$ cat src/hw/rtl/rgbhsv_pkg.sv
// Shared types and constants of the RGB to HSV converter.
// No dependencies; every other file of the block refers to it by scoped names.
package rgbhsv_pkg;

	localparam int unsigned PIX_W    = 8;   // one color component
	localparam int unsigned HUE_W    = 15;  // hue in 1/64 degree
	localparam int unsigned SAT_W    = 17;  // saturation, Q1.16
	localparam int unsigned SAT_FRAC = 16;
	localparam int unsigned REM_W    = 24;  // partial remainder of either divide
	localparam int unsigned QUO_W    = 17;  // quotient bits, one cell per bit

	// 60 degrees in 1/64 degree units
	localparam logic [REM_W-1:0] HUE_SECTOR = REM_W'(3840);

	// One long-division lane: remainder, divisor, quotient so far, forced-zero flag
	typedef struct packed {
		logic [REM_W-1:0] rem;
		logic [PIX_W-1:0] div;
		logic [QUO_W-1:0] quo;
		logic             zero;
	} div_lane_t;

	// Everything one item carries down the cell row
	typedef struct packed {
		div_lane_t hue;
		div_lane_t sat;   // sat.div is the largest component, i.e. value
	} div_item_t;

endpackage

$ cat src/hw/rtl/rgbhsv_front.sv
// Front stage: max, min, delta, hue sector and the two dividends of one pixel.
// Depends on rgbhsv_pkg.
module rgbhsv_front (
	input  logic                             clk,
	input  logic                             arst_n,
	input  logic                             en,
	input  logic                             up_valid,
	input  logic [rgbhsv_pkg::PIX_W-1:0]     red,
	input  logic [rgbhsv_pkg::PIX_W-1:0]     green,
	input  logic [rgbhsv_pkg::PIX_W-1:0]     blue,
	output logic                             dn_valid,
	output rgbhsv_pkg::div_item_t            dn_data
);

	logic [rgbhsv_pkg::PIX_W-1:0] mx, mn, delta;
	logic signed [11:0]           n_s, base_s, t_s;
	logic [10:0]                  t_u;
	rgbhsv_pkg::div_item_t        item;
	logic                         valid_s1;
	rgbhsv_pkg::div_item_t        data_s1;

	always_comb begin
		mx = red;
		if (green > mx) mx = green;
		if (blue > mx) mx = blue;
		mn = red;
		if (green < mn) mn = green;
		if (blue < mn) mn = blue;
		delta = mx - mn;

		// sector priority: red, then green, then blue
		if (mx == red) begin
			n_s    = $signed({4'b0, green}) - $signed({4'b0, blue});
			base_s = n_s < 0 ? $signed(12'(delta) * 12'd6) : 12'sd0;
		end else if (mx == green) begin
			n_s    = $signed({4'b0, blue}) - $signed({4'b0, red});
			base_s = $signed(12'(delta) * 12'd2);
		end else begin
			n_s    = $signed({4'b0, red}) - $signed({4'b0, green});
			base_s = $signed(12'(delta) * 12'd4);
		end
		t_s = n_s + base_s;   // in [0, 6*delta)
		t_u = t_s[10:0];

		item.hue.rem  = {13'b0, t_u} * rgbhsv_pkg::HUE_SECTOR;
		item.hue.div  = delta;
		item.hue.quo  = '0;
		item.hue.zero = (delta == '0);
		item.sat.rem  = {delta, {rgbhsv_pkg::SAT_FRAC{1'b0}}};
		item.sat.div  = mx;
		item.sat.quo  = '0;
		item.sat.zero = (mx == '0);
	end

	always_ff @(posedge clk or negedge arst_n) begin
		if (!arst_n) begin
			valid_s1 <= 1'b0;
		end else if (en) begin
			valid_s1 <= up_valid;
		end
	end

	always_ff @(posedge clk) begin
		if (en) begin
			data_s1 <= item;
		end
	end

	assign dn_valid = valid_s1;
	assign dn_data  = data_s1;

endmodule

$ cat src/hw/rtl/rgbhsv_cell.sv
// One cell of the divider row: settles quotient bit BIT of both the hue and
// the saturation divide and hands the item on. Depends on rgbhsv_pkg.
module rgbhsv_cell #(
	parameter int unsigned BIT = 0
) (
	input  logic                  clk,
	input  logic                  arst_n,
	input  logic                  en,
	input  logic                  up_valid,
	input  rgbhsv_pkg::div_item_t up_data,
	output logic                  dn_valid,
	output rgbhsv_pkg::div_item_t dn_data
);

	localparam logic [rgbhsv_pkg::QUO_W-1:0] QBIT = rgbhsv_pkg::QUO_W'(1) << BIT;

	function automatic rgbhsv_pkg::div_lane_t div_step(rgbhsv_pkg::div_lane_t l);
		logic [rgbhsv_pkg::REM_W-1:0] dsh;
		rgbhsv_pkg::div_lane_t        r;
		dsh = {{(rgbhsv_pkg::REM_W - rgbhsv_pkg::PIX_W){1'b0}}, l.div} << BIT;
		r   = l;
		if (l.rem >= dsh) begin
			r.rem = l.rem - dsh;
			r.quo = l.quo | QBIT;
		end
		return r;
	endfunction

	rgbhsv_pkg::div_item_t nxt;
	logic                  valid_q;
	rgbhsv_pkg::div_item_t data_q;

	always_comb begin
		nxt.hue = div_step(up_data.hue);
		nxt.sat = div_step(up_data.sat);
	end

	always_ff @(posedge clk or negedge arst_n) begin
		if (!arst_n) begin
			valid_q <= 1'b0;
		end else if (en) begin
			valid_q <= up_valid;
		end
	end

	always_ff @(posedge clk) begin
		if (en) begin
			data_q <= nxt;
		end
	end

	assign dn_valid = valid_q;
	assign dn_data  = data_q;

endmodule

$ cat src/hw/rtl/rgbhsv_round.sv
// Output stage: rounds both quotients to nearest (halves up), forces the
// grey and black cases to zero and holds the result item. Depends on rgbhsv_pkg.
module rgbhsv_round (
	input  logic                          clk,
	input  logic                          arst_n,
	input  logic                          en,
	input  logic                          up_valid,
	input  rgbhsv_pkg::div_item_t         up_data,
	output logic                          out_valid,
	output logic [rgbhsv_pkg::HUE_W-1:0]  hue,
	output logic [rgbhsv_pkg::SAT_W-1:0]  saturation,
	output logic [rgbhsv_pkg::PIX_W-1:0]  value
);

	logic                            hue_up, sat_up;
	logic [rgbhsv_pkg::QUO_W-1:0]    hue_sum, sat_sum;
	logic                            valid_q;
	logic [rgbhsv_pkg::HUE_W-1:0]    hue_q;
	logic [rgbhsv_pkg::SAT_W-1:0]    sat_q;
	logic [rgbhsv_pkg::PIX_W-1:0]    value_q;

	// remainder is below the divisor here, so its low byte is all of it
	always_comb begin
		hue_up  = {up_data.hue.rem[rgbhsv_pkg::PIX_W-1:0], 1'b0} >= {1'b0, up_data.hue.div};
		sat_up  = {up_data.sat.rem[rgbhsv_pkg::PIX_W-1:0], 1'b0} >= {1'b0, up_data.sat.div};
		hue_sum = up_data.hue.quo + rgbhsv_pkg::QUO_W'(hue_up);
		sat_sum = up_data.sat.quo + rgbhsv_pkg::QUO_W'(sat_up);
	end

	always_ff @(posedge clk or negedge arst_n) begin
		if (!arst_n) begin
			valid_q <= 1'b0;
		end else if (en) begin
			valid_q <= up_valid;
		end
	end

	always_ff @(posedge clk) begin
		if (en) begin
			hue_q   <= up_data.hue.zero ? '0 : hue_sum[rgbhsv_pkg::HUE_W-1:0];
			sat_q   <= up_data.sat.zero ? '0 : sat_sum[rgbhsv_pkg::SAT_W-1:0];
			value_q <= up_data.sat.div;
		end
	end

	assign out_valid  = valid_q;
	assign hue        = hue_q;
	assign saturation = sat_q;
	assign value      = value_q;

endmodule

$ cat src/hw/rtl/rgb_to_hsv_convert.sv
// Top level of the RGB to HSV converter: front stage, a row of divider cells
// (one per quotient bit) and the rounding output stage. Depends on rgbhsv_pkg.
//
//   channel | handshake            | payload
//   --------+----------------------+-----------------------------------------
//   in      | in_valid / in_ready  | red_in, green_in, blue_in (8b each)
//   out     | out_valid / out_ready| hue_out (15b), saturation_out (17b),
//           |                      | value_out (8b)
//
// One item per cycle unless out_ready stalls; stages: front stage, 17 divider
// cells (one quotient bit each, both divides side by side), output stage.
// Reset clears only the valid bits of the stages; nothing else needs clearing.
// A stall on out_ready freezes the whole row; in_ready is low only while a
// result waits in the output register and out_ready is low.
module rgb_to_hsv_convert (
	input  logic                          clk,
	input  logic                          arst_n,
	input  logic                          in_valid,
	output logic                          in_ready,
	input  logic [rgbhsv_pkg::PIX_W-1:0]  red_in,
	input  logic [rgbhsv_pkg::PIX_W-1:0]  green_in,
	input  logic [rgbhsv_pkg::PIX_W-1:0]  blue_in,
	output logic                          out_valid,
	input  logic                          out_ready,
	output logic [rgbhsv_pkg::HUE_W-1:0]  hue_out,
	output logic [rgbhsv_pkg::SAT_W-1:0]  saturation_out,
	output logic [rgbhsv_pkg::PIX_W-1:0]  value_out
);

	localparam int unsigned NCELL = rgbhsv_pkg::QUO_W;

	logic                  en;
	logic                  stage_valid [NCELL+1];
	rgbhsv_pkg::div_item_t stage_data  [NCELL+1];

	// advance the row whenever the output register is free or being taken
	assign en       = !out_valid || out_ready;
	assign in_ready = en;

	rgbhsv_front u_front (
		.clk      (clk),
		.arst_n   (arst_n),
		.en       (en),
		.up_valid (in_valid),
		.red      (red_in),
		.green    (green_in),
		.blue     (blue_in),
		.dn_valid (stage_valid[0]),
		.dn_data  (stage_data[0])
	);

	for (genvar i = 0; i < NCELL; i++) begin : g_cell
		rgbhsv_cell #(
			.BIT (NCELL - 1 - i)
		) u_cell (
			.clk      (clk),
			.arst_n   (arst_n),
			.en       (en),
			.up_valid (stage_valid[i]),
			.up_data  (stage_data[i]),
			.dn_valid (stage_valid[i+1]),
			.dn_data  (stage_data[i+1])
		);
	end

	rgbhsv_round u_round (
		.clk        (clk),
		.arst_n     (arst_n),
		.en         (en),
		.up_valid   (stage_valid[NCELL]),
		.up_data    (stage_data[NCELL]),
		.out_valid  (out_valid),
		.hue        (hue_out),
		.saturation (saturation_out),
		.value      (value_out)
	);

	a_hue_range: assert property (@(posedge clk) disable iff (!arst_n)
		out_valid |-> hue_out < rgbhsv_pkg::HUE_W'(23040))
		else $error("hue beyond full turn");

	a_sat_range: assert property (@(posedge clk) disable iff (!arst_n)
		out_valid |-> saturation_out <= rgbhsv_pkg::SAT_W'(65536))
		else $error("saturation above one");

	a_black: assert property (@(posedge clk) disable iff (!arst_n)
		out_valid && value_out == '0 |-> saturation_out == '0 && hue_out == '0)
		else $error("black pixel with nonzero hue or saturation");

	a_grey: assert property (@(posedge clk) disable iff (!arst_n)
		out_valid && saturation_out == '0 |-> hue_out == '0)
		else $error("grey pixel with nonzero hue");

endmodule

$ cat config.mk
export PLATFORM = sky130hd
export DESIGN_NAME = rgb_to_hsv_convert
export DESIGN_NICKNAME = d
export VERILOG_FILES = /design/src/hw/rtl/rgbhsv_pkg.sv /design/src/hw/rtl/rgbhsv_front.sv /design/src/hw/rtl/rgbhsv_cell.sv /design/src/hw/rtl/rgbhsv_round.sv /design/src/hw/rtl/rgb_to_hsv_convert.sv
export SDC_FILE = /design/constraint.sdc
export NUM_CORES = 2
export LEC_CHECK = 0
export BUFFER_PORTS_ARGS = -buffer_cell sky130_fd_sc_hd__buf_2
export CORE_ASPECT_RATIO = 1.2
export CORE_MARGIN = 2
export CORE_UTILIZATION = 55
export DETAILED_ROUTE_END_ITERATION = 10
export PLACE_DENSITY = 0.8
export SYNTH_ARGS = -nofsm -noshare
export SYNTH_HDL_FRONTEND = slang
export SYNTH_SLANG_ARGS = --single-unit
$ cat constraint.sdc
create_clock -name clk -period 47.1 [get_ports clk]
set_clock_uncertainty 0.2 [all_clocks]
set_input_delay 9.42 -clock clk [delete_from_list [all_inputs] [get_ports clk]]
set_output_delay 9.42 -clock clk [all_outputs]
set_load 0.03 [all_outputs]
==> Word level (Yosys, flattened, before mapping) <==
Cells that the tools add are included.
W data, S select, Z words.
{ "totals": {"ff_bits": 1711, "in_bits": 28, "out_inout_bits": 42, "wordCells": 329} }
{ "classes": {"addsub": 41, "multipliers": 2, "n_lt_le_gt_ge": 41, "n_eq_ne": 2, "muxes": 43, "n_reduce_logical": 4} }
{ "ops": {"columns": ["cell", "count"], "rows": [
  ["$mux W24", 31],
  ["$ge A24 B10 Y1", 2],
  ["$ge A24 B11 Y1", 2],
  ["$ge A24 B12 Y1", 2],
  ["$ge A24 B13 Y1", 2],
  ["$ge A24 B14 Y1", 2],
  ["$ge A24 B15 Y1", 2],
  ["$ge A24 B16 Y1", 2],
  ["$ge A24 B17 Y1", 2],
  ["$ge A24 B18 Y1", 2],
  ["$ge A24 B19 Y1", 2],
  ["$ge A24 B20 Y1", 2],
  ["$ge A24 B21 Y1", 2],
  ["$ge A24 B22 Y1", 2],
  ["$ge A24 B23 Y1", 2],
  ["$ge A24 B8 Y1", 2],
  ["$ge A24 B9 Y1", 2],
  ["$mux W8", 6],
  ["$sub A24 B10 Y24", 2],
  ["$sub A24 B11 Y24", 2],
  ["$sub A24 B12 Y24", 2],
  ["$sub A24 B13 Y24", 2],
  ["$sub A24 B14 Y24", 2],
  ["$sub A24 B15 Y24", 2],
  ["31 further kinds", 52]
]} }

==> Logic depth before layout (Yosys ltp) <==
{ "logic_depth": {"ltp_word": 10, "ltp_mapped": 51, "depth_no_buf": 48} }

==> Hierarchy <==
Synthesis repeated with hierarchy kept, for this count alone.
{ "unflattened": {"cells_unflattened": 6081, "hier_area_um2": 84537.3} }
{ "by_module_without_submodules": {"columns": ["module", "n_inst", "cells_each", "area_per_inst_um2", "seq_area_each_um2"], "rows": [
  ["rgbhsv_front", 1, 758, 6396.1, 1016.0],
  ["rgbhsv_cell at g_cell[16].u_cell", 1, 357, 4722.0, 3027.9],
  ["rgbhsv_cell at g_cell[14].u_cell", 1, 327, 4705.8, 3027.9],
  ["rgbhsv_cell at g_cell[13].u_cell", 1, 335, 4702.0, 3027.9],
  ["rgbhsv_cell at g_cell[12].u_cell", 1, 341, 4694.5, 3027.9],
  ["rgbhsv_cell at g_cell[15].u_cell", 1, 337, 4684.5, 3027.9],
  ["rgbhsv_cell at g_cell[10].u_cell", 1, 308, 4624.4, 3027.9],
  ["rgbhsv_cell at g_cell[11].u_cell", 1, 325, 4613.2, 3027.9],
  ["rgbhsv_cell at g_cell[8].u_cell", 1, 320, 4499.3, 3027.9],
  ["rgbhsv_cell at g_cell[9].u_cell", 1, 301, 4400.5, 3027.9],
  ["rgbhsv_cell at g_cell[6].u_cell", 1, 302, 4383.0, 3027.9],
  ["rgbhsv_cell at g_cell[4].u_cell", 1, 279, 4329.2, 3027.9],
  ["rgbhsv_cell at g_cell[3].u_cell", 1, 278, 4325.4, 3027.9],
  ["rgbhsv_cell at g_cell[7].u_cell", 1, 282, 4311.6, 3027.9],
  ["6 more rows", null, null, null, null]
]} }

==> Least setup slack after synthesis <==
Ideal clock, no wire load.
{ "synth_timing": {"path_type": "input -> output", "from": "in out_ready", "to": "out in_ready", "arrival_ps": 32854, "required_ps": 37480, "setup_slack_ps": 4626, "cell_stages": 3, "path_buffers": 1, "cell_sequence": "nor2b_1 -> clkbuf_1 -> inv_1"} }
{ "synth_between": {"elab_chain_len": 1} }
{ "synth_lines": {"columns": ["item", "line_no", "rtl"], "rows": [
  ["start, declared", "rgb_to_hsv_convert.sv:24", "input logic out_ready,"],
  ["$logic_or A1 B1 Y1", "rgb_to_hsv_convert.sv:37", "assign en = !out_valid || out_ready;"],
  ["end, declared", "rgb_to_hsv_convert.sv:19", "output logic in_ready,"]
]} }
No other way between the ends.

==> Final worst setup path <==
Same ends and word-level chain as after synthesis.

==> results by group <==
Global route
  • Largest net degree at the start of global routing: between 200 and 250
  • Total GRT Usage: between 10% and 20%
  • Via count of the first global-routing pass: about 38000
  • Residual overflow from global routing: 0
  • Antenna violations before repair: 1
  • Global-route wire length before repair: ~170 mm

Finish
  • Register Area: approximately 37000 um2
  • Number of antenna cells inserted: 0
  • Share of final-layout standard cells stronger than drive strength 1: around 6.5%
  • FILL cells: 8136
  • Growth of design area from synthesis to finish: 9.296%
  • Area occupied by multi-input gates: 22050 um2
  • Commonest cells after routing, fill and taps aside: sky130_fd_sc_hd__edfxtp_1 (1200), sky130_fd_sc_hd__inv_1 (508), sky130_fd_sc_hd__ha_1 (368), sky130_fd_sc_hd__nor2_1 (346), sky130_fd_sc_hd__a21oi_1 (304)
  • Leading cell type in the layout, fill and taps excluded: sky130_fd_sc_hd__edfxtp_1
  • Number of nets at the end of the flow: roughly 5500

Yosys
  • Synth top area share: between 50 and 60%
  • Sequential share of the synthesized area: between 60% and 70%
  • Combined area of all synthesized cells: approximately 61000 um2
  • Number of enable-type register cells in the synthesized netlist: 1200
  • Unique masters post-synth: 91
  • Async set-or-reset flop fraction in the synthesized netlist: 1.559%
  • Warning count from the yosys run: 0
  • Area leader, netlist: sky130_fd_sc_hd__edfxtp_1
  • Synthesized net count: approximately 5300
  • Instance count of the mapped netlist: about 5000
  • Dominant cells by area after synthesis: sky130_fd_sc_hd__edfxtp_1 (59%), sky130_fd_sc_hd__ha_1 (7.6%), sky130_fd_sc_hd__xnor2_1 (3.8%)
  • #FFs+latches synth: 1219
  • Mean post-synth cell area: ~12 um2
  • Ys flop type: sky130_fd_sc_hd__edfxtp_1

Timing
  • Setup Viol. Count Final: 0
  • Final critical-path share of the clock period: approximately 43%
  • Transition time at the pin with the least slew margin: between 1000 and 1500 ps
  • Number of pins with negative max-slew slack in the final report: 0
  • Final critical-path required period: a little over 20000 ps
  • RSZ-0062 raised after global routing: false
  • Hold violation count in the final report: 0
  • Final-layout setup total negative slack: 0 ps
  • Relative slew slack: between 10% and 20%
  • Fmax: between 40 and 50 MHz

Worst setup path
  • Delay of the slowest critical-path stage: ~580 ps
  • Type of element launching the critical path: input pin
  • Crit path cell chain: buf_2, nor2b_2, buf_4, inv_8, buf_2
  • Critical path's top delay family: buffers and inverters
  • Worst Path Required: about 37000 ps
  • Cell type of the slowest stage on the worst timing path: sky130_fd_sc_hd__inv_8
  • Worst EP arrival: approximately 11000 ps
  • Max Fanout on Critical Path: approximately 120
  • Most Frequent Cell on Critical Path: sky130_fd_sc_hd__buf_2
  • Crit path capture type: output pin
  • Startpoint-to-endpoint class of the critical path: input pin to output pin
  • Buffers & Inverters on Critical Path: 4

Die
  • Cell row count: between 100 and 150
  • Y dimension of the die: around 370 um
  • Core Area: about 110000 um2
  • Initial core utilization: a little under three fifths
  • Die area: 113100 um2
  • Number of top-level pins: 70
  • Width of the chip: just over 300 um

Clocking
  • Deepest level of the CTS H-tree: 3
  • Insertion delay of the later-clocked pin in the worst-skew pair: about 730 ps
  • Number of clock sinks seen by CTS: about 1200
  • Count of hold buffers inserted by post-cts repair: 0
  • Number of setup buffers added after CTS: 0
  • Clock tree root buffer cell: sky130_fd_sc_hd__clkbuf_16
  • Clock buffers created by TritonCTS: between 100 and 150
  • CTS tree: yes
  • Worst-case clock buffer depth: 3
  • Post-cts resize count: 0
  • CTS clock-pin slew for the worst setup and hold paths: about 60 ps

Detailed routing
  • Residual DRC: 0
  • Detailed router's first-iteration violation count: 2228
  • Drt first pass iters: 6
  • Via count of the routed design: between 30000 and 40000
  • Post-route ant nets: 0
  • Average routed wire per standard cell: between 15 and 20 um
  • Vias per Instance: 5.547
  • Total Wirelength: about 110 mm

Min path
  • Type of the tightest min-delay check: register to register

Status
  • Status: completed

Placed design
  • Gpl congestion: between 0.9 and 1
  • DP HPWL: 76.43 mm
  • # port buffers: 69

Job
  • Maximum Capacitance Violations: 0
-- synthesized netlist by cell type (8+ instances only) --
cell type and count:
sky130_fd_sc_hd__inv_1 509, sky130_fd_sc_hd__mux2_2 34, sky130_fd_sc_hd__xnor2_1 262, sky130_fd_sc_hd__nand2_1 273
sky130_fd_sc_hd__a2111oi_0 9, sky130_fd_sc_hd__or3_1 34, sky130_fd_sc_hd__nor2_1 346, sky130_fd_sc_hd__nand4_1 57
sky130_fd_sc_hd__nor4b_1 8, sky130_fd_sc_hd__fa_1 56, sky130_fd_sc_hd__a21boi_0 12, sky130_fd_sc_hd__a31oi_1 11
sky130_fd_sc_hd__and3_1 14, sky130_fd_sc_hd__or2_2 15, sky130_fd_sc_hd__o31ai_1 31, sky130_fd_sc_hd__nor4_1 72
sky130_fd_sc_hd__and2_1 35, sky130_fd_sc_hd__clkbuf_1 68, sky130_fd_sc_hd__edfxtp_1 1200, sky130_fd_sc_hd__nand4b_1 11
sky130_fd_sc_hd__a21o_1 170, sky130_fd_sc_hd__xor2_1 189, sky130_fd_sc_hd__nand3b_1 8, sky130_fd_sc_hd__o21bai_1 39
sky130_fd_sc_hd__o21a_1 15, sky130_fd_sc_hd__o21ai_0 252, sky130_fd_sc_hd__or4_1 19, sky130_fd_sc_hd__nor3_1 94
sky130_fd_sc_hd__ha_1 368, sky130_fd_sc_hd__dfrtp_1 19, sky130_fd_sc_hd__o211ai_1 8, sky130_fd_sc_hd__nand2b_1 107
sky130_fd_sc_hd__nor2b_1 58, sky130_fd_sc_hd__a21oi_1 304, sky130_fd_sc_hd__mux2i_1 11, sky130_fd_sc_hd__a211oi_1 19
sky130_fd_sc_hd__nand3_1 59
-- registers in the layout, summed over array words and instances, names as in the netlist --
name,count
u_round.hue,15
u_front.dn_valid,1
g_cell.u_cell.dn_data,1127
g_cell.u_cell.dn_valid,17
u_round.out_valid,1
u_round.value,8
u_front.dn_data,33
u_round.saturation,17
-- final timing paths --
check,cells after the start,slack [ps],end,from
max in group asynchronous,1,37980,g_cell[6].u_cell.dn_valid,arst_n
worst min register to register,0,160,g_cell[8].u_cell.dn_data[50],g_cell[7].u_cell.dn_data[50]
worst max register to register,7,41300,g_cell[16].u_cell.dn_data[72],u_round.out_valid
worst min-delay path,0,160,g_cell[8].u_cell.dn_data[50],g_cell[7].u_cell.dn_data[50]
min in group asynchronous,1,8430,g_cell[16].u_cell.dn_valid,arst_n
worst max-delay path,5,26750,in_ready,out_ready
-- kinds of logic after synthesis --
family,Yosys count,synth area share [%]
mux,46,0.8344
buf+inv,584,3.628
flops,1219,60.12
simple gates,1230,10.08
xor+xnor,455,6.648
compound gates,919,9.230
fa+ha+maj,426,9.463
-- routing by layer --
layer / track usage [%] / vias to the layer above / part of all wire [%]
met5: 0 / - / 0.012
met4: 9.024 / 2 / 4.2
met3: 2.613 / 298 / 3.1
met2: 39.71 / 668 / 59
met1: 16.99 / 17415 / 34
li1: - / 17813 / -
-- through the flow --
stage / hold WS (ps) / cell area [um2] / util [%] / instances / setup WS [ps]
6_report: 161.4 / 66380 / 60.62 / 6525 / 26750
5_1_grt: 158.4 / 66380 / 60.62 / 6525 / 26130
4_1_cts: 143.7 / 66380 / 60.62 / 6525 / 26720
3_5_place_dp: 204.5 / 62780 / 57.34 / 6312 / 26160
3_3_place_gp: 200.8 / 62780 / 57.34 / 6312 / 26300
2_1_floorplan: 200.3 / 60730 / - / 4879 / 4626
-- worst register-to-register path, delay by kind of cell (launching register included) --
kind                   cells  cell delay (ps)
flip-flops                 1              370
AND/OR/NAND/NOR            1              140
buffers and inverters      6             4660
-- area by class of cell --
cell class              count  area share, %
clock buffers             150          4.565
well taps                1417          2.671
repair buffers             90         0.7955
multi-input cells        3076          33.21
clock inverters            63         0.8482
flip-flops and latches   1219          55.00
inverters                 510          2.903
Power is not shown: default switching activity piles up to over one toggle a cycle in this logic, so the estimate is an artifact.
